[src/rtl/prqs_pkg.sv]
// Shared types, operation codes and constants for the priority ready-queue scheduler.
package prqs_pkg;

   localparam int ID_W        = 8;
   localparam int PRI_W       = 6;
   localparam int SLICE_W     = 8;
   localparam int OP_W        = 3;
   localparam int RCOUNT_W    = 5;
   localparam int PRI_MAX     = (1 << PRI_W) - 1;

   localparam int QUEUE_DEPTH_DEF  = 16;
   localparam int MAX_PRIORITY_DEF = 63;
   localparam int FIFO_DEPTH       = 2;

   localparam logic [SLICE_W-1:0] SLICE_LIMIT_RST = 8'd4;
   localparam logic [ID_W-1:0]    INIT_ID         = 8'd1;
   localparam logic [ID_W-1:0]    FIRST_NEW_ID    = 8'd2;
   localparam int                 INIT_PRI        = 31;

   localparam logic [OP_W-1:0] OP_UNBLOCK = 3'd0;
   localparam logic [OP_W-1:0] OP_CREATE  = 3'd1;
   localparam logic [OP_W-1:0] OP_YIELD   = 3'd2;
   localparam logic [OP_W-1:0] OP_BLOCK   = 3'd3;
   localparam logic [OP_W-1:0] OP_TICK    = 3'd4;
   localparam logic [OP_W-1:0] OP_SETPRI  = 3'd5;

   typedef struct packed {
      logic [OP_W-1:0]  op;
      logic [ID_W-1:0]  thread_id;
      logic [PRI_W-1:0] priority_req;
   } req_type;

   typedef struct packed {
      logic [ID_W-1:0]     running_id;
      logic [PRI_W-1:0]    running_priority;
      logic                running_idle;
      logic                switched;
      logic [ID_W-1:0]     assigned_id;
      logic                queue_full_error;
      logic [RCOUNT_W-1:0] ready_count;
   } rsp_type;

   // command as handed from the front end to the back end, priority already clamped
   typedef struct packed {
      logic [OP_W-1:0]  op;
      logic [ID_W-1:0]  thread_id;
      logic [PRI_W-1:0] priority_val;
   } cmd_type;

   typedef struct packed {
      logic full;
      logic empty;
   } fifo_status_type;

endpackage

[src/rtl/prqs_cmd_fifo.sv]
// Two-entry command queue between the scheduler front end and back end.
module prqs_cmd_fifo
   import prqs_pkg::*;
(
   input  logic            clock,
   input  logic            reset,
   input  logic            push,
   input  cmd_type         push_cmd,
   input  logic            pop,
   output cmd_type         pop_cmd,
   output fifo_status_type status
);

   localparam int PTR_W = (FIFO_DEPTH > 1) ? $clog2(FIFO_DEPTH) : 1;
   localparam int CNT_W = $clog2(FIFO_DEPTH + 1);

   cmd_type            mem_ff [FIFO_DEPTH];
   logic [PTR_W-1:0]   wr_ptr_ff, wr_ptr_in;
   logic [PTR_W-1:0]   rd_ptr_ff, rd_ptr_in;
   logic [CNT_W-1:0]   cnt_ff, cnt_in;
   logic               do_push, do_pop;

   assign status.full  = (cnt_ff == CNT_W'(FIFO_DEPTH));
   assign status.empty = (cnt_ff == '0);
   assign do_push      = push && !status.full;
   assign do_pop       = pop && !status.empty;
   assign pop_cmd      = mem_ff[rd_ptr_ff];

   always_comb begin
      wr_ptr_in = wr_ptr_ff;
      rd_ptr_in = rd_ptr_ff;
      cnt_in    = cnt_ff;
      if (do_push) begin
         wr_ptr_in = (wr_ptr_ff == PTR_W'(FIFO_DEPTH - 1)) ? '0 : wr_ptr_ff + 1'b1;
      end
      if (do_pop) begin
         rd_ptr_in = (rd_ptr_ff == PTR_W'(FIFO_DEPTH - 1)) ? '0 : rd_ptr_ff + 1'b1;
      end
      if (do_push && !do_pop) begin
         cnt_in = cnt_ff + 1'b1;
      end else if (do_pop && !do_push) begin
         cnt_in = cnt_ff - 1'b1;
      end
   end

   always_ff @(posedge clock) begin
      if (do_push) begin
         mem_ff[wr_ptr_ff] <= push_cmd;
      end
   end

   always_ff @(posedge clock) begin
      if (reset) begin
         wr_ptr_ff <= '0;
         rd_ptr_ff <= '0;
         cnt_ff    <= '0;
      end else begin
         wr_ptr_ff <= wr_ptr_in;
         rd_ptr_ff <= rd_ptr_in;
         cnt_ff    <= cnt_in;
      end
   end

endmodule

[src/rtl/prqs_front.sv]
// Front end: takes requests, clamps the priority and forwards commands to the queue.
module prqs_front
   import prqs_pkg::*;
#(
   parameter int MAX_PRIORITY = MAX_PRIORITY_DEF
) (
   input  logic            clock,
   input  logic            reset,
   input  logic            start,
   output logic            busy,
   input  req_type         req_item,
   input  fifo_status_type fifo_status,
   output logic            push,
   output cmd_type         push_cmd
);

   localparam int               MAX_CLIP = (MAX_PRIORITY > PRI_MAX) ? PRI_MAX : MAX_PRIORITY;
   localparam logic [PRI_W-1:0] MAX_P    = PRI_W'(MAX_CLIP);

   logic    stage_valid_ff, stage_valid_in;
   cmd_type stage_ff, stage_in;
   logic    accept;

   assign busy     = stage_valid_ff;
   assign accept   = start && !stage_valid_ff;
   assign push     = stage_valid_ff && !fifo_status.full;
   assign push_cmd = stage_ff;

   always_comb begin
      stage_in              = stage_ff;
      stage_in.op           = req_item.op;
      stage_in.thread_id    = req_item.thread_id;
      stage_in.priority_val = (req_item.priority_req > MAX_P) ? MAX_P : req_item.priority_req;
      stage_valid_in        = stage_valid_ff;
      if (push) begin
         stage_valid_in = 1'b0;
      end
      if (accept) begin
         stage_valid_in = 1'b1;
      end
   end

   always_ff @(posedge clock) begin
      if (accept) begin
         stage_ff <= stage_in;
      end
   end

   always_ff @(posedge clock) begin
      if (reset) begin
         stage_valid_ff <= 1'b0;
      end else begin
         stage_valid_ff <= stage_valid_in;
      end
   end

endmodule

[src/rtl/prqs_back.sv]
// Back end: ordered ready queue, running-thread state and the operation sequencer.
module prqs_back
   import prqs_pkg::*;
#(
   parameter int QUEUE_DEPTH  = QUEUE_DEPTH_DEF,
   parameter int MAX_PRIORITY = MAX_PRIORITY_DEF
) (
   input  logic               clock,
   input  logic               reset,
   input  logic               cmd_valid,
   input  cmd_type            cmd,
   output logic               cmd_pop,
   input  logic [SLICE_W-1:0] slice_limit,
   output logic               rsp_strobe,
   output rsp_type            rsp_item
);

   localparam int IDX_W    = (QUEUE_DEPTH > 1) ? $clog2(QUEUE_DEPTH) : 1;
   localparam int CNT_W    = $clog2(QUEUE_DEPTH + 1);
   localparam int RST_PRI  = (INIT_PRI > MAX_PRIORITY) ? MAX_PRIORITY : INIT_PRI;

   localparam logic [2:0] S_IDLE   = 3'd0;
   localparam logic [2:0] S_YIELD  = 3'd1;
   localparam logic [2:0] S_SEARCH = 3'd2;
   localparam logic [2:0] S_SHIFT  = 3'd3;
   localparam logic [2:0] S_DISP   = 3'd4;
   localparam logic [2:0] S_RESP   = 3'd5;

   localparam logic [1:0] AFT_NONE  = 2'd0;
   localparam logic [1:0] AFT_YIELD = 2'd1;
   localparam logic [1:0] AFT_DISP  = 2'd2;

   logic [ID_W-1:0]    q_id_ff  [QUEUE_DEPTH];
   logic [ID_W-1:0]    q_id_in  [QUEUE_DEPTH];
   logic [PRI_W-1:0]   q_pri_ff [QUEUE_DEPTH];
   logic [PRI_W-1:0]   q_pri_in [QUEUE_DEPTH];

   logic [2:0]         state_ff, state_in;
   logic [CNT_W-1:0]   count_ff, count_in;
   logic [CNT_W-1:0]   pos_ff, pos_in;
   logic [ID_W-1:0]    ins_id_ff, ins_id_in;
   logic [PRI_W-1:0]   ins_pri_ff, ins_pri_in;
   logic [1:0]         after_ff, after_in;
   logic [ID_W-1:0]    cur_id_ff, cur_id_in;
   logic [PRI_W-1:0]   cur_pri_ff, cur_pri_in;
   logic               cur_idle_ff, cur_idle_in;
   logic [SLICE_W-1:0] slice_ff, slice_in;
   logic [ID_W-1:0]    next_id_ff, next_id_in;
   logic [ID_W-1:0]    assigned_ff, assigned_in;
   logic               switched_ff, switched_in;
   logic               error_ff, error_in;
   logic               rsp_valid_ff, rsp_valid_in;
   rsp_type            rsp_ff, rsp_in;

   logic               q_full;
   logic [PRI_W-1:0]   run_pri;
   logic [SLICE_W-1:0] slice_next;
   logic [CNT_W+4:0]   count_ext;

   assign q_full     = (count_ff == CNT_W'(QUEUE_DEPTH));
   assign run_pri    = cur_idle_ff ? '0 : cur_pri_ff;
   assign slice_next = (slice_ff == '1) ? slice_ff : slice_ff + 1'b1;
   assign count_ext  = {5'd0, count_ff};
   assign cmd_pop    = (state_ff == S_IDLE) && cmd_valid;
   assign rsp_strobe = rsp_valid_ff;
   assign rsp_item   = rsp_ff;

   always_comb begin
      state_in     = state_ff;
      count_in     = count_ff;
      pos_in       = pos_ff;
      ins_id_in    = ins_id_ff;
      ins_pri_in   = ins_pri_ff;
      after_in     = after_ff;
      cur_id_in    = cur_id_ff;
      cur_pri_in   = cur_pri_ff;
      cur_idle_in  = cur_idle_ff;
      slice_in     = slice_ff;
      next_id_in   = next_id_ff;
      assigned_in  = assigned_ff;
      switched_in  = switched_ff;
      error_in     = error_ff;
      rsp_valid_in = 1'b0;
      rsp_in       = rsp_ff;
      for (int i = 0; i < QUEUE_DEPTH; i++) begin
         q_id_in[i]  = q_id_ff[i];
         q_pri_in[i] = q_pri_ff[i];
      end

      case (state_ff)
         S_IDLE: begin
            if (cmd_valid) begin
               switched_in = 1'b0;
               error_in    = 1'b0;
               assigned_in = '0;
               pos_in      = '0;
               case (cmd.op)
                  OP_UNBLOCK: begin
                     if (q_full) begin
                        error_in = 1'b1;
                        state_in = S_RESP;
                     end else begin
                        ins_id_in  = cmd.thread_id;
                        ins_pri_in = cmd.priority_val;
                        after_in   = AFT_NONE;
                        state_in   = S_SEARCH;
                     end
                  end
                  OP_CREATE: begin
                     // the id is used up even when the insert is dropped
                     assigned_in = next_id_ff;
                     next_id_in  = next_id_ff + 1'b1;
                     if (q_full) begin
                        error_in = 1'b1;
                        state_in = S_RESP;
                     end else begin
                        ins_id_in  = next_id_ff;
                        ins_pri_in = cmd.priority_val;
                        after_in   = (cmd.priority_val > run_pri) ? AFT_YIELD : AFT_NONE;
                        state_in   = S_SEARCH;
                     end
                  end
                  OP_YIELD: begin
                     state_in = S_YIELD;
                  end
                  OP_BLOCK: begin
                     state_in = S_DISP;
                  end
                  OP_TICK: begin
                     slice_in = slice_next;
                     state_in = (slice_next >= slice_limit) ? S_YIELD : S_RESP;
                  end
                  OP_SETPRI: begin
                     state_in = S_RESP;
                     if (!cur_idle_ff) begin
                        cur_pri_in = cmd.priority_val;
                        if ((count_ff != '0) && (q_pri_ff[0] > cmd.priority_val)) begin
                           state_in = S_YIELD;
                        end
                     end
                  end
                  default: begin
                     state_in = S_RESP;
                  end
               endcase
            end
         end
         S_YIELD: begin
            // idle is never requeued; a full queue keeps the running thread
            if (cur_idle_ff) begin
               state_in = S_DISP;
            end else if (q_full) begin
               error_in = 1'b1;
               state_in = S_RESP;
            end else begin
               ins_id_in  = cur_id_ff;
               ins_pri_in = cur_pri_ff;
               after_in   = AFT_DISP;
               pos_in     = '0;
               state_in   = S_SEARCH;
            end
         end
         S_SEARCH: begin
            // walk past entries of equal or higher priority, one per cycle
            if ((pos_ff < count_ff) && (ins_pri_ff <= q_pri_ff[pos_ff[IDX_W-1:0]])) begin
               pos_in = pos_ff + 1'b1;
            end else begin
               state_in = S_SHIFT;
            end
         end
         S_SHIFT: begin
            for (int i = 0; i < QUEUE_DEPTH; i++) begin
               if (CNT_W'(i) == pos_ff) begin
                  q_id_in[i]  = ins_id_ff;
                  q_pri_in[i] = ins_pri_ff;
               end else if ((CNT_W'(i) > pos_ff) && (CNT_W'(i) <= count_ff)) begin
                  q_id_in[i]  = q_id_ff[(i == 0) ? 0 : i - 1];
                  q_pri_in[i] = q_pri_ff[(i == 0) ? 0 : i - 1];
               end
            end
            count_in = count_ff + 1'b1;
            case (after_ff)
               AFT_YIELD: state_in = S_YIELD;
               AFT_DISP:  state_in = S_DISP;
               default:   state_in = S_RESP;
            endcase
         end
         S_DISP: begin
            if (count_ff != '0) begin
               cur_id_in   = q_id_ff[0];
               cur_pri_in  = q_pri_ff[0];
               cur_idle_in = 1'b0;
               for (int i = 0; i < QUEUE_DEPTH; i++) begin
                  q_id_in[i]  = q_id_ff[(i == QUEUE_DEPTH - 1) ? i : i + 1];
                  q_pri_in[i] = q_pri_ff[(i == QUEUE_DEPTH - 1) ? i : i + 1];
               end
               count_in = count_ff - 1'b1;
            end else begin
               cur_id_in   = '0;
               cur_pri_in  = '0;
               cur_idle_in = 1'b1;
            end
            slice_in    = '0;
            switched_in = 1'b1;
            state_in    = S_RESP;
         end
         S_RESP: begin
            rsp_valid_in            = 1'b1;
            rsp_in.running_id       = cur_id_ff;
            rsp_in.running_priority = cur_pri_ff;
            rsp_in.running_idle     = cur_idle_ff;
            rsp_in.switched         = switched_ff;
            rsp_in.assigned_id      = assigned_ff;
            rsp_in.queue_full_error = error_ff;
            rsp_in.ready_count      = count_ext[RCOUNT_W-1:0];
            state_in                = S_IDLE;
         end
         default: begin
            state_in = S_IDLE;
         end
      endcase
   end

   always_ff @(posedge clock) begin
      for (int i = 0; i < QUEUE_DEPTH; i++) begin
         q_id_ff[i]  <= q_id_in[i];
         q_pri_ff[i] <= q_pri_in[i];
      end
      pos_ff      <= pos_in;
      ins_id_ff   <= ins_id_in;
      ins_pri_ff  <= ins_pri_in;
      after_ff    <= after_in;
      assigned_ff <= assigned_in;
      switched_ff <= switched_in;
      error_ff    <= error_in;
      rsp_ff      <= rsp_in;
   end

   always_ff @(posedge clock) begin
      if (reset) begin
         state_ff     <= S_IDLE;
         count_ff     <= '0;
         cur_id_ff    <= INIT_ID;
         cur_pri_ff   <= PRI_W'(RST_PRI);
         cur_idle_ff  <= 1'b0;
         slice_ff     <= '0;
         next_id_ff   <= FIRST_NEW_ID;
         rsp_valid_ff <= 1'b0;
      end else begin
         state_ff     <= state_in;
         count_ff     <= count_in;
         cur_id_ff    <= cur_id_in;
         cur_pri_ff   <= cur_pri_in;
         cur_idle_ff  <= cur_idle_in;
         slice_ff     <= slice_in;
         next_id_ff   <= next_id_in;
         rsp_valid_ff <= rsp_valid_in;
      end
   end

   a_count_bound: assert property (@(posedge clock) disable iff (reset)
      count_ff <= CNT_W'(QUEUE_DEPTH))
      else $error("ready queue count beyond depth");

   a_search_pos: assert property (@(posedge clock) disable iff (reset)
      (state_ff == S_SEARCH) |-> (pos_ff <= count_ff))
      else $error("insert position past end of queue");

   a_strobe_pulse: assert property (@(posedge clock) disable iff (reset)
      rsp_strobe |=> !rsp_strobe)
      else $error("result strobe longer than one cycle");

   a_idle_zero: assert property (@(posedge clock) disable iff (reset)
      (rsp_strobe && rsp_item.running_idle) |->
         ((rsp_item.running_id == '0) && (rsp_item.running_priority == '0)))
      else $error("idle thread reported with non-zero id or priority");

   a_error_no_switch: assert property (@(posedge clock) disable iff (reset)
      (rsp_strobe && rsp_item.queue_full_error) |-> !rsp_item.switched)
      else $error("dispatch reported on a dropped insert");

   a_shift_room: assert property (@(posedge clock) disable iff (reset)
      (state_ff == S_SHIFT) |-> !q_full)
      else $error("insert into a full queue");

endmodule

[src/rtl/priority_ready_queue_scheduler.sv]
// Path: an accepted item passes the front-end stage register and the 2-entry command queue
// to the back-end sequencer (IDLE, any YIELD, SEARCH, SHIFT, DISP, then RESP); each ordered
// insert walks queued entries in SEARCH, so a preempting create (two inserts) is longest.
// Flow: the front end holds one item and takes another only once it is pushed to the queue;
// sustained rate is the back end's service time. Results cannot be stalled.
// Reset: synchronous, clears control state; queue contents stay undefined, no clearing pass.
module priority_ready_queue_scheduler
   import prqs_pkg::*;
#(
   parameter int QUEUE_DEPTH  = QUEUE_DEPTH_DEF,
   parameter int MAX_PRIORITY = MAX_PRIORITY_DEF
) (
   input  logic               clock,
   input  logic               reset,
   input  logic               start,
   output logic               busy,
   input  req_type            req_item,
   output logic               rsp_strobe,
   output rsp_type            rsp_item,
   input  logic               csr_valid,
   output logic               csr_ready,
   input  logic [SLICE_W-1:0] csr_data
);

   logic [SLICE_W-1:0] slice_limit_ff, slice_limit_in;
   fifo_status_type    fifo_status;
   logic               push, pop;
   cmd_type            push_cmd, pop_cmd;

   assign csr_ready      = 1'b1;
   assign slice_limit_in = (csr_valid && csr_ready) ? csr_data : slice_limit_ff;

   always_ff @(posedge clock) begin
      if (reset) begin
         slice_limit_ff <= SLICE_LIMIT_RST;
      end else begin
         slice_limit_ff <= slice_limit_in;
      end
   end

   prqs_front #(
      .MAX_PRIORITY (MAX_PRIORITY)
   ) u_front (
      .clock       (clock),
      .reset       (reset),
      .start       (start),
      .busy        (busy),
      .req_item    (req_item),
      .fifo_status (fifo_status),
      .push        (push),
      .push_cmd    (push_cmd)
   );

   prqs_cmd_fifo u_fifo (
      .clock    (clock),
      .reset    (reset),
      .push     (push),
      .push_cmd (push_cmd),
      .pop      (pop),
      .pop_cmd  (pop_cmd),
      .status   (fifo_status)
   );

   prqs_back #(
      .QUEUE_DEPTH  (QUEUE_DEPTH),
      .MAX_PRIORITY (MAX_PRIORITY)
   ) u_back (
      .clock       (clock),
      .reset       (reset),
      .cmd_valid   (!fifo_status.empty),
      .cmd         (pop_cmd),
      .cmd_pop     (pop),
      .slice_limit (slice_limit_ff),
      .rsp_strobe  (rsp_strobe),
      .rsp_item    (rsp_item)
   );

endmodule
[config.mk]
export PLATFORM = sky130hd
export DESIGN_NAME = priority_ready_queue_scheduler
export DESIGN_NICKNAME = d
export VERILOG_FILES = /design/src/rtl/prqs_pkg.sv /design/src/rtl/prqs_cmd_fifo.sv /design/src/rtl/prqs_front.sv /design/src/rtl/prqs_back.sv /design/src/rtl/priority_ready_queue_scheduler.sv
export SDC_FILE = /design/constraint.sdc
export NUM_CORES = 1
export LEC_CHECK = 0
export ABC_AREA = 0
export ABC_CLOCK_PERIOD_IN_PS = 7100
export BUFFER_PORTS_ARGS = -buffer_cell sky130_fd_sc_hd__buf_4
export CORE_ASPECT_RATIO = 2
export CORE_UTILIZATION = 30
export DETAILED_ROUTE_END_ITERATION = 10
export GPL_TIMING_DRIVEN = 1
export MAX_ROUTING_LAYER = met4
export PLACE_DENSITY = 0.47
export SYNTH_ARGS = -nofsm -noshare
export SYNTH_HDL_FRONTEND = slang
export SYNTH_SLANG_ARGS = --single-unit
export TNS_END_PERCENT = 100
[constraint.sdc]
create_clock -name clock -period 7.1 [get_ports clock]
set_clock_uncertainty 0.05 [all_clocks]
set_input_delay 0.355 -clock clock [delete_from_list [all_inputs] [get_ports clock]]
set_output_delay 0.355 -clock clock [all_outputs]
set_load 0.01 [all_outputs]
Yosys cells after proc, flatten, opt, wreduce, memory -nomap -nowiden
Memories as Yosys holds them, arrays and structs flattened. A register that Yosys moved wholly into a read port is not among the register bits.
Index checks and enable logic that the tools add are counted.
Operators by class
  add/sub/neg operators: 9
  bitwise logic cells: 1
  $lt $le $gt $ge: 36
  reduce and logical (&&, ||, !) cells: 52
  muxes and demuxes: 136
  equal/unequal tests: 45
Operators with widths (number)
  $mux W8: 40
  $pmux W128 S2: 1
  $mux W6: 41
  $pmux W96 S2: 1
  $mux W128: 1
  $mux W96: 1
  $pmux W8 S2: 3
  $eq A4 B5 Y1 const A: 8
  $gt A4 B5 Y1 const A: 8
  $le A4 B5 Y1 const A: 8
  $pmux W3 S5: 2
  $mux W5: 5
  $logic_and A1 B1 Y1: 24
  $pmux W6 S2: 2
  $mux W3: 7
  $eq A3 B5 Y1 const A: 4
  $gt A3 B5 Y1 const A: 4
  $le A3 B5 Y1 const A: 4
  $ne A2 B2 Y1 const B: 9
  $mux W1: 17
  $add A8 B1 Y8 const B: 2
  $pmux W5 S3: 1
  $mux W2: 7
  $eq A3 B2 Y1 const B: 4
  other kinds (44): 75
Storage, ports and cells
  word-level logic and storage cells: 312
  memory bits (writable): 258
  input port bits: 29
  register bits after elaboration: 131
  memories: 3
  output and inout bits: 33
Memories
  u_back.q_id_ff: depth 16, width 8, rd ports 16, clocked after Yosys merged registers in 0, write ports 16, line prqs_back.sv:33  | logic [ID_W-1:0] q_id_ff [QUEUE_DEPTH];
  u_back.q_pri_ff: depth 16, width 6, rd ports 17, clocked after Yosys merged registers in 1, write ports 16, line prqs_back.sv:35  | logic [PRI_W-1:0] q_pri_ff [QUEUE_DEPTH];
  u_fifo.mem_ff: depth 2, width 17, rd ports 1, clocked after Yosys merged registers in 1, write ports 1, line prqs_cmd_fifo.sv:17  | cmd_type mem_ff [FIFO_DEPTH];

Depth between registers and ports, before layout
Gate-level depths: netlist (run 1).
  depth after elaboration: 8
  mapped depth: 13
  depth with buffers taken out: 11

Hierarchy
A second synthesis (run 1) with hierarchy kept.
Second synthesis, totals
  cells, all modules: 1764
  area total of the unflattened synthesis: 20004.2 um^2
By module, submodules not included
  prqs_back: times used 1, seq. area each 9439.1 um^2, cells an instance 1629, area each 17675.7 um^2
  prqs_cmd_fifo: times used 1, seq. area each 1121.1 um^2, cells an instance 78, area each 1442.6 um^2
  prqs_front: times used 1, seq. area each 530.5 um^2, cells an instance 28, area each 580.6 um^2
  priority_ready_queue_scheduler: times used 1, seq. area each 160.2 um^2, cells an instance 29, area each 305.3 um^2

Least setup slack after synthesis (run 1)
Ideal clock, no wire load.
  path kind: reg2reg
  from: reg with a tool-made name
  to: reg with a tool-made name
  data required time: 6.988 ns
  period minus slack after synthesis: 3.416 ns
  slack: 3.684 ns
  path buffers: 2
  setup time: 0.062 ns
  arrival: 3.304 ns
  stages on the path, launching flop included: 13
  path through: dfxtp_1 -> buf_2 -> buf_2 -> mux4_2 -> mux4_2 -> inv_1 -> ha_1 -> a21o_1 -> a21oi_1 -> o221ai_1 -> a22oi_2 -> or4b_1 -> nand3_1

==> results.yml, run 1 <==
status:
  status: "finished, final reports clean"
detailed_routing:
  firstDrtPassIters: 5
  antenna_left: 0
  wirelength_um: 54000
  drcViolationCount: 0
  vias: 13300
  drt-wirelength-per-cell_um: 20.1
  dr.first_iter.drc_count: 830
  drt-vias-per-instance: 4.94
synth:
  synth-main-ff-cell: "edfxtp_1"
  synth-edff-count: 336
  ys_ff_latch: 394
  synth_area_leaders: "edfxtp_1 51%, mux2i_1 10%, nand2_1 6.1%, dfxtp_1 5.8%, o21ai_0 3.7%"
  yosysSeqAreaShare_pct: 56.4
  synth_area_leader_cell: "edfxtp_1"
  yosysTopAreaCellShare_pct: 50.6
  ys_types: 77
  synth_nets: 1837
  synth.cell_area_um2: 20000
  yosys_warnings: 0
  synthCells: 1767
  async_flop_share_pct: 0
  avgSynthCellArea_um2: 11.3
hold_path:
  min_path_type: "input port to flop"
  min_from: "csr_valid"
  hold_path_depth: 2
  min_delay_worst_endpoint: "slice_limit_ff[2]"
power_and_ir_drop:
  ir_drop_v: 0.000257
  p_leak_nw: 8.03
  power_density_nw_per_um2: 350
floorplanning:
  placementRows: 133
  dieArea_um2: 67600
  start_util_pct: 30.4
  ios: 62
  die_h_um: 367
  die_x_um: 184
  core-area_um2: 65700
global_routing:
  grt_pass1_wl_um: 82700
  grt_max_degree: 279
  gr-usage-all-layers_pct: 16.7
  grt_pass1_vias: 13500
  grt-ovfl-total: 0
  antenna_found_initial: 0
worst_setup_path:
  start_kind: "flop"
  end_kind: "flop"
  path_max_fanout: 24
  r2r_slack_ps: 3320
  r2r_cells: 11
  required_ps: 7540
  critPathKind: "flop to flop"
  crit_arrival_ps: 4220
clocking:
  cts_buffer_depth: 3
  cts_root_buf: "clkbuf_16"
  cts_num_sinks: 394
  cts_tree: "yes"
  clk_pin_slew_ps: 70
  clock_latency_ps: 560
  htreeDepth: 2
  cts_buffers: 38
final_layout:
  multi_input_area_um2: 8010
  area_growth_pct: 13.7
  seqCellArea_um2: 11300
  nNetsFinal: 1857
  fin_cells: 2691
  diodes: 0
  drive_gt1_share_pct: 12.3
  nFillCells: 6593
sta:
  finalSetupViolCount: 0
  min_period_over_period_pct: 53.3
  slew_viol_final: 0
  worst_slew_margin_rel_pct: 20.5
  finalCriticalPeriod_ps: 3780
  worstMarginPinSlew_ps: 1190
  tns_ps: 0
  hold_viol: 0
  grt_setup_unrepaired: "false"
  max_freq_mhz: 264
placed_design:
  port_buffers: 60
  place_inst: 2598
  gp_congestion: 0.853
  dp_hpwl_um: 39400
flow_run:
  drv_cap: 0
==> cell families after synthesis <==
group	count (synthesis)	synth area share, %
other	1	0.0188
DFF	394	56.4
and+or+nand+nor	529	11.7
AOI/OAI and AO/OA	362	10.2
muxes	247	14.3
adders and majority gates	41	2.57
xor gates and xnor gates	23	1.01
buffers and inverters	170	3.73
==> where the power goes <==
part           total [mW]  switching (mW)  leakage (nW)  internal, mW
registers            3.39           0.373          3.53          3.01
clock network        2.14           0.916         0.612          1.22
logic                2.41            1.49          3.88         0.923
total                7.94            2.78          8.03          5.16
==> layer usage <==
metal | global-route usage, % | vias up | wire (um)
met5 | - | - | 0
met4 | 5.93 | 0 | 1670
met3 | 1.59 | 84 | 1360
met2 | 32.3 | 242 | 31200
met1 | 16.9 | 6528 | 19800
li1 | - | 6440 | -
==> area by class of cell <==
type	count	area share [%]
flip-flops and latches	394	49.6
multi-input cells	1203	35.3
clock inverters	19	0.992
well taps	877	4.84
clock buffers	48	4.58
repair buffers	113	4.08
inverters	37	0.645
==> worst max-delay path by stage <==
stage	slack [ps]	to	cells past startpoint	start
4_1_cts	3260	flop	11	flop
6_report	3320	flop	11	flop
2_1_floorplan	3680	flop	12	flop
5_1_grt	3110	flop	11	flop
3_5_place_dp	3310	flop	11	flop
3_3_place_gp	3330	flop	11	flop
==> registers in the layout, indices dropped and copies added (netlist names), 3 cells and up, named ones only <==
signal and count:
u_back.q_pri_ff 96, u_back.assigned_ff 8, u_fifo.mem_ff 34, u_back.cur_pri_ff 6, u_back.ins_id_ff 8, u_back.q_id_ff 128
u_back.next_id_ff 8, u_back.ins_pri_ff 6, u_back.rsp_item 30, u_back.state_ff 3, u_back.slice_ff 8, u_back.pos_ff 5
u_back.cur_id_ff 8, u_front.push_cmd 17, u_back.count_ff 5, slice_limit_ff 8
==> Yosys cell counts, drive strengths merged (6+ instances only) <==
cell    number
a21o         6
nand3        8
nor2        98
a31oi       11
o211ai       7
inv         36
nand4       10
nand2      326
and3         6
mux2i      205
nor2b        7
xor2        10
nor3        16
o21ai      224
clkbuf      60
edfxtp     336
a21oi       63
mux4        30
ha          41
a22oi       18
dfxtp       58
nand2b      14
or3          7
buf         73
and2        13
mux2        12
xnor2       13
==> placed cells by master (no fill, tap or decap), types with 7 or more instances in the layout <==
| master | n |
|---|---|
| edfxtp_1 | 336 |
| nand2_1 | 326 |
| mux2i_1 | 205 |
| o21ai_0 | 149 |
| buf_4 | 86 |
| nor2_1 | 85 |
| o21ai_1 | 75 |
| a21oi_1 | 62 |
| dfxtp_1 | 58 |
| ha_1 | 41 |
| clkbuf_16 | 39 |
| inv_1 | 33 |
| mux4_2 | 30 |
| dlygate4sd3_1 | 26 |
| a22oi_1 | 17 |
| nand2b_1 | 14 |
| xnor2_1 | 13 |
| nor2_2 | 12 |
| and2_1 | 12 |
| mux2_2 | 12 |
| nor3_1 | 11 |
| xor2_1 | 10 |
| nand4_1 | 10 |
| nand3_1 | 8 |
| nor2b_1 | 7 |
| a31oi_1 | 7 |
| o211ai_1 | 7 |
==> worst max-delay path: stages (launching register included) <==
cell      delay, ps
dfxtp_1         310
buf_4           410
mux4_2          560
mux4_2          490
inv_1            80
ha_1            240
a21o_1          180
a21oi_1         200
o221ai_1        170
a22oi_2         410
or4b_1          490
nand3_1         100
==> metrics by stage <==
| stage | hold slack [ps] | power (mW) | util, % | cell area, um^2 | worst slack (ps) |
|---|---|---|---|---|---|
| after floorplan | 350 | 5.15 | - | 20000 | 3680 |
| after global placement | 358 | 5.80 | 32.2 | 21200 | 3330 |
| after detailed placement | 362 | 5.86 | 32.2 | 21200 | 3310 |
| after CTS | 53.5 | 8.03 | 34.5 | 22700 | 3260 |
| after global routing | 69.4 | 8.38 | 34.5 | 22700 | 3110 |
| final | 79.9 | 7.94 | 34.5 | 22700 | 3320 |
==> what timing repair did <==
action / 4_1_cts / 5_1_grt
resized for setup: 0 / 0
buffers inserted: 0 / 0
hold buffers: 26 / 0
endpoints found under the hold margin: 26 / 0
endpoints found under the setup margin: 0 / 0
(Power assumes the default switching activity.)
==> run 2, diff against run 1 <==
Settings changed: ABC_CLOCK_PERIOD_IN_PS 7100 to 3850.
Clock period 7.1 ns to 3.85 ns, I/O delays scaled along.
==> results.yml, run 2 (synthesis gave the netlist of run 1 again) <==
power_and_ir_drop:
  power_density_nw_per_um2: 641
  ir_drop_v: 0.000371
  netSwitchingPower_mw: 5.30
  power.total_mw: 14.7
  p_leak_nw: 8.19
  intPower_mw: 9.40
  p_clk_share_pct: 25.0
  seqPwrFrac_pct: 41.8
  switching_share_pct: 36.0
  p_comb_share_pct: 33.2
placed_design:
  post_dp_cell_area_um2: 21400
  dp_hpwl_um: 41200
  port_buffers: 60
  gp_congestion: 0.840
  pre_cts_slack_ps: 269
  place_inst: 2628
detailed_routing:
  drt-wirelength-per-cell_um: 21.0
  dr.first_iter.drc_count: 738
  drcViolationCount: 0
  vias: 13600
  drt-vias-per-instance: 4.99
  wirelength_um: 57300
  firstDrtPassIters: 5
  antenna_left: 0
clocking:
  cts_root_buf: "clkbuf_16"
  postCtsSetupBuffers: 0
  htreeDepth: 2
  cts_tree: "yes"
  post_cts_resized: 0
  cts_buffers: 37
  clock_latency_ps: 550
  cts_num_sinks: 394
  cts_buffer_depth: 3
  clk_pin_slew_ps: 70
worst_setup_path:
  critPathSlowestCell: "mux4_2"
  path_cells: "buf_12 > mux4_2 > mux4_2 > inv_1 > ha_1 > nand4_1 > or3_1 > a22oi_2 > buf_4 > o21bai_4 > inv_1"
  start_kind: "flop"
  required_ps: 4050
  critPathMaxStageDelay_ps: 560
  path_max_fanout: 24
  critPathKind: "flop to flop"
  crit_arrival_ps: 3790
  end_kind: "flop"
global_routing:
  grt_pass1_wl_um: 87100
  antenna_found_initial: 0
  grt_pass1_vias: 14100
  grt_max_degree: 109
  gr-usage-all-layers_pct: 17.7
  grt-ovfl-total: 0
floorplanning:
  placementRows: 133
  die_h_um: 367
  ios: 62
  start_util_pct: 30.4
  die_x_um: 184
  dieArea_um2: 67600
  core-area_um2: 65700
final_layout:
  final_cell_mix: "336 x edfxtp_1, 326 x nand2_1, 205 x mux2i_1"
  drive_gt1_share_pct: 13.4
  largest_register: "u_back.q_id_ff"
  largest_register_ffs: 128
  fin_cells: 2729
  final_common_cell: "edfxtp_1"
  reg.largest.list: "u_back.q_id_ff: 128 flops, u_back.q_pri_ff: 96 flops, u_fifo.mem_ff: 34 flops"
  diodes: 0
  area_growth_pct: 15.0
  nNetsFinal: 1895
  design_area_um2: 22900
sta:
  finalCriticalPeriod_ps: 3600
  min_period_over_period_pct: 93.4
  slew_viol_final: 0
  finalSetupViolCount: 0
  grt_setup_unrepaired: "false"
  tns_ps: 0
  max_freq_mhz: 278
  fin_ws_ps: 254
  hold_viol: 0
  worstMarginPinSlew_ps: 1070
  worst_slew_margin_rel_pct: 28.4
hold_path:
  min_from: "reset"
  min_path_type: "input port to flop"
status:
  status: "finished, final reports clean"
flow_run:
  drv_cap: 0
run 2: cell types whose count changed in the layout (fill, tap and decap cells not counted), sizes merged:
cell	delta
buf	+30
bufinv	-4
clkinv	+4
clkinvlp	-3
dlygate4sd3	+9
inv	+2
run 2: cell type report:
| cell class | count | area (um^2) |
|---|---|---|
| Multi-Input combinational cell | 1203 | 7990 |
| Clock inverter | 18 | 124 |
| Timing Repair Buffer | 152 | 1290 |
| Inverter | 37 | 146 |
| Clock buffer | 48 | 1040 |
| Sequential cell | 394 | 11300 |
| Fill cell | 6579 | 42800 |
| Tap cell | 877 | 1100 |
run 2: what timing repair did:
action	4_1_cts	5_1_grt
hold buffers	35	0
hold endpoints to repair	26	0
endpoints found under the setup margin	0	0
run 2: critical path, delay by kind of cell, from the launching register on:
kind	cells	cell delay, ps
muxes	2	1040
buffers and inverters	4	700
and+or+nand+nor	2	590
DFF	1	360
AOI/OAI and AO/OA	2	330
adders and majority gates	1	190
run 2: worst paths after layout:
check,endpoint,slack (ps),cells past startpoint
worst max-delay path,u_back.pos_ff[2],250,11
worst min-delay path,u_back.next_id_ff[2],60,2
worst min register to register,u_back.rsp_item[9],380,0
worst max register to register,u_back.pos_ff[2],250,11
run 2: routing by layer:
metal  share of wire (%)  track usage, %
met5                   0               -
met4                 4.0            7.50
met3                 2.7            1.93
met2                  56            33.4
met1                  37            18.0
run 2: power by group through the flow:
stage | registers, mW | logic, mW | clock network [mW]
floorplan | 5.86 | 3.63 | 0
global placement | 6.21 | 4.83 | 0
detailed placement | 6.23 | 4.89 | 0
CTS | 6.14 | 4.94 | 3.79
global route | 6.21 | 5.39 | 3.92
finish | 6.14 | 4.88 | 3.68
run 2: stage by stage:
stage                     utilization (%)  hold WS, ps
after detailed placement             32.6          322
final                                34.9         63.9
after floorplan                         -          241
after CTS                            34.9         48.5
after global routing                 34.9         73.6
after global placement               32.6          321
==> run 3, diff against run 2 <==
Settings changed: CORE_UTILIZATION 30 to 40, PLACE_DENSITY 0.47 to 0.58, SYNTH_HIERARCHICAL set to 1.
==> results.yml, run 3 <==
status:
  status: "finished, final reports clean"
floorplanning:
  die_h_um: 318
  ios: 62
  core-area_um2: 49200
  dieArea_um2: 51000
  die_x_um: 160
  placementRows: 115
  start_util_pct: 40.7
clocking:
  post_cts_resized: 0
  cts_root_buf: "clkbuf_16"
  cts_hold_buf: 34
  clk_pin_slew_ps: 60
  cts_tree: "yes"
  clock_latency_ps: 550
  cts_num_sinks: 394
  htreeDepth: 2
  postCtsSetupBuffers: 0
  cts_buffer_depth: 3
  cts_buffers: 37
synth:
  avgSynthCellArea_um2: 11.3
  synthCells: 1764
  ys_ff_latch: 394
  synth-main-ff-cell: "edfxtp_1"
  yosysTopAreaCellShare_pct: 50.4
  ys_types: 70
  synth.cell_area_um2: 20000
  synth_area_leader_cell: "edfxtp_1"
  synthTopCellsByCount: "336 x edfxtp_1, 325 x nand2_1, 234 x o21ai_0"
  synth-edff-count: 336
  synth_nets: 1834
  yosys_warnings: 6
  synth.most_common_cell: "edfxtp_1"
  async_flop_share_pct: 0
  synth_area_leaders: "edfxtp_1 50%, mux2i_1 10%, nand2_1 6.1%, o21ai_0 5.9%, dfxtp_1 5.8%"
  yosysSeqAreaShare_pct: 56.2
global_routing:
  grt_pass1_vias: 14000
  antenna_found_initial: 0
  gr-usage-all-layers_pct: 21.8
  grt_pass1_wl_um: 82100
  grt-ovfl-total: 0
  grt_max_degree: 226
placed_design:
  pre_cts_slack_ps: 278
  port_buffers: 60
  gp_congestion: 0.896
  dp_hpwl_um: 38500
detailed_routing:
  wirelength_um: 54100
  dr.first_iter.drc_count: 1033
  drt-vias-per-instance: 5.52
  drcViolationCount: 0
  drt-wirelength-per-cell_um: 21.8
  vias: 13700
  antenna_left: 0
  firstDrtPassIters: 5
worst_setup_path:
  required_ps: 4040
  critPathMaxStageDelay_ps: 540
  critical_path_buf_inv_count: 2
  start_kind: "flop"
  crit_family: "multiplexers"
  path_cells: "buf_12 > mux4_2 > mux4_2 > inv_1 > ha_1 > nand4_1 > nor2_1 > o32ai_1 > nand3_1 > nand2_1"
  path_max_fanout: 20
  end_kind: "flop"
  critPathKind: "flop to flop"
  crit_top_cell: "mux4_2"
  crit_arrival_ps: 3730
  critPathSlowestCell: "mux4_2"
power_and_ir_drop:
  intPower_mw: 9.46
  netSwitchingPower_mw: 5.03
  seqPwrFrac_pct: 42.1
  p_leak_nw: 8.08
  ir_drop_v: 0.000515
  p_clk_share_pct: 26.9
  power.total_mw: 14.5
  p_comb_share_pct: 30.9
  switching_share_pct: 34.7
  power_density_nw_per_um2: 640
final_layout:
  largest_register: "u_back/q_id_ff"
  largest_register_ffs: 128
  nNetsFinal: 1882
  final_common_cell: "edfxtp_1"
  reg.largest.list: "u_back/q_id_ff: 128 flops, u_back/q_pri_ff: 96 flops, u_fifo/mem_ff: 34 flops"
  drive_gt1_share_pct: 12.9
  final_cell_mix: "336 x edfxtp_1, 325 x nand2_1, 232 x o21ai_0"
  area_growth_pct: 13.2
  nFillCells: 4601
  diodes: 0
hold_path:
  min_path_type: "input port to flop"
sta:
  fin_ws_ps: 313
  grt_setup_unrepaired: "false"
  worst_slew_margin_rel_pct: 36.0
  min_period_over_period_pct: 91.9
  worstMarginPinSlew_ps: 958
  tns_ps: 0
  finalSetupViolCount: 0
  finalCriticalPeriod_ps: 3540
  hold_viol: 0
  max_freq_mhz: 283
  slew_viol_final: 0
flow_run:
  drv_cap: 0
[run 3: cell types whose count changed in the layout (fill, tap and decap cells not counted), moves of 7 or more]
cell / delta
o21ai_0: +83
o21ai_1: -71
a211o_1: +8
buf_4: -7
mux2_2: +7
nand3_1: +7
nor2_1: -7
xnor2_1: -7
[run 3: metal layers]
layer | vias to the layer above | wire length [um] | global-route usage [%]
li1 | 6482 | - | -
met1 | 6751 | 19000 | 21.1
met2 | 329 | 30700 | 42.3
met3 | 128 | 1710 | 2.04
met4 | 0 | 2700 | 10.7
met5 | - | 0 | -
[run 3: cell families after synthesis]
kind of cell | synth area share [%]
xor+xnor | 0.788
compound gates | 9.95
flops | 56.2
buf+inv | 3.93
fa+ha+maj | 2.56
mux | 14.6
simple gates | 12.0
other cells | 0.0187
[run 3: path summary, 6_finish.rpt]
check	startpoint	to	slack, ps	cells after the start
worst max-delay path	flop	u_back/pos_ff[3]	310	10
worst min-delay path	reset	slice_limit_ff[1]	90	2
worst max register to register	flop	u_back/pos_ff[3]	310	10
worst min register to register	u_back/assigned_ff[4]	u_back/rsp_item[10]	380	0
[run 3: per-stage QoR]
step	instances	hold WS, ps	cell area, um^2	util (%)
finish	2481	85.2	22700	46.0
global route	2481	102	22700	46.0
CTS	2481	74.3	22700	46.0
detailed placement	2382	322	21100	42.8
global placement	2382	320	21100	42.8
floorplan	1764	212	20000	-
[run 3: worst register-to-register path, delay by kind of cell (launching register included)]
family | cells | cell delay, ps
adder cells (fa/ha/maj) | 1 | 250
multiplexers | 2 | 1040
AO/OA/AOI/OAI | 1 | 370
flip-flops | 1 | 450
buffers and inverters | 2 | 350
AND/OR/NAND/NOR | 4 | 710
[run 3: layout make-up]
type	count	area (um^2)	area share [%]
clock buffer	44	983	4.34
clock inverter	21	277	1.22
inverter	37	146	0.646
multi-input combinational	1200	8000	35.3
sequential	394	11300	49.7
tap	643	805	3.55
timing repair buffer	142	1190	5.25
[run 3: power groups by stage]
stage | registers (mW) | clock network [mW] | logic, mW
after floorplan | 5.80 | 0 | 3.53
after global placement | 6.18 | 0 | 4.34
after detailed placement | 6.20 | 0 | 4.43
after CTS | 6.11 | 4.01 | 4.48
after global routing | 6.17 | 4.12 | 4.93
final | 6.11 | 3.90 | 4.48
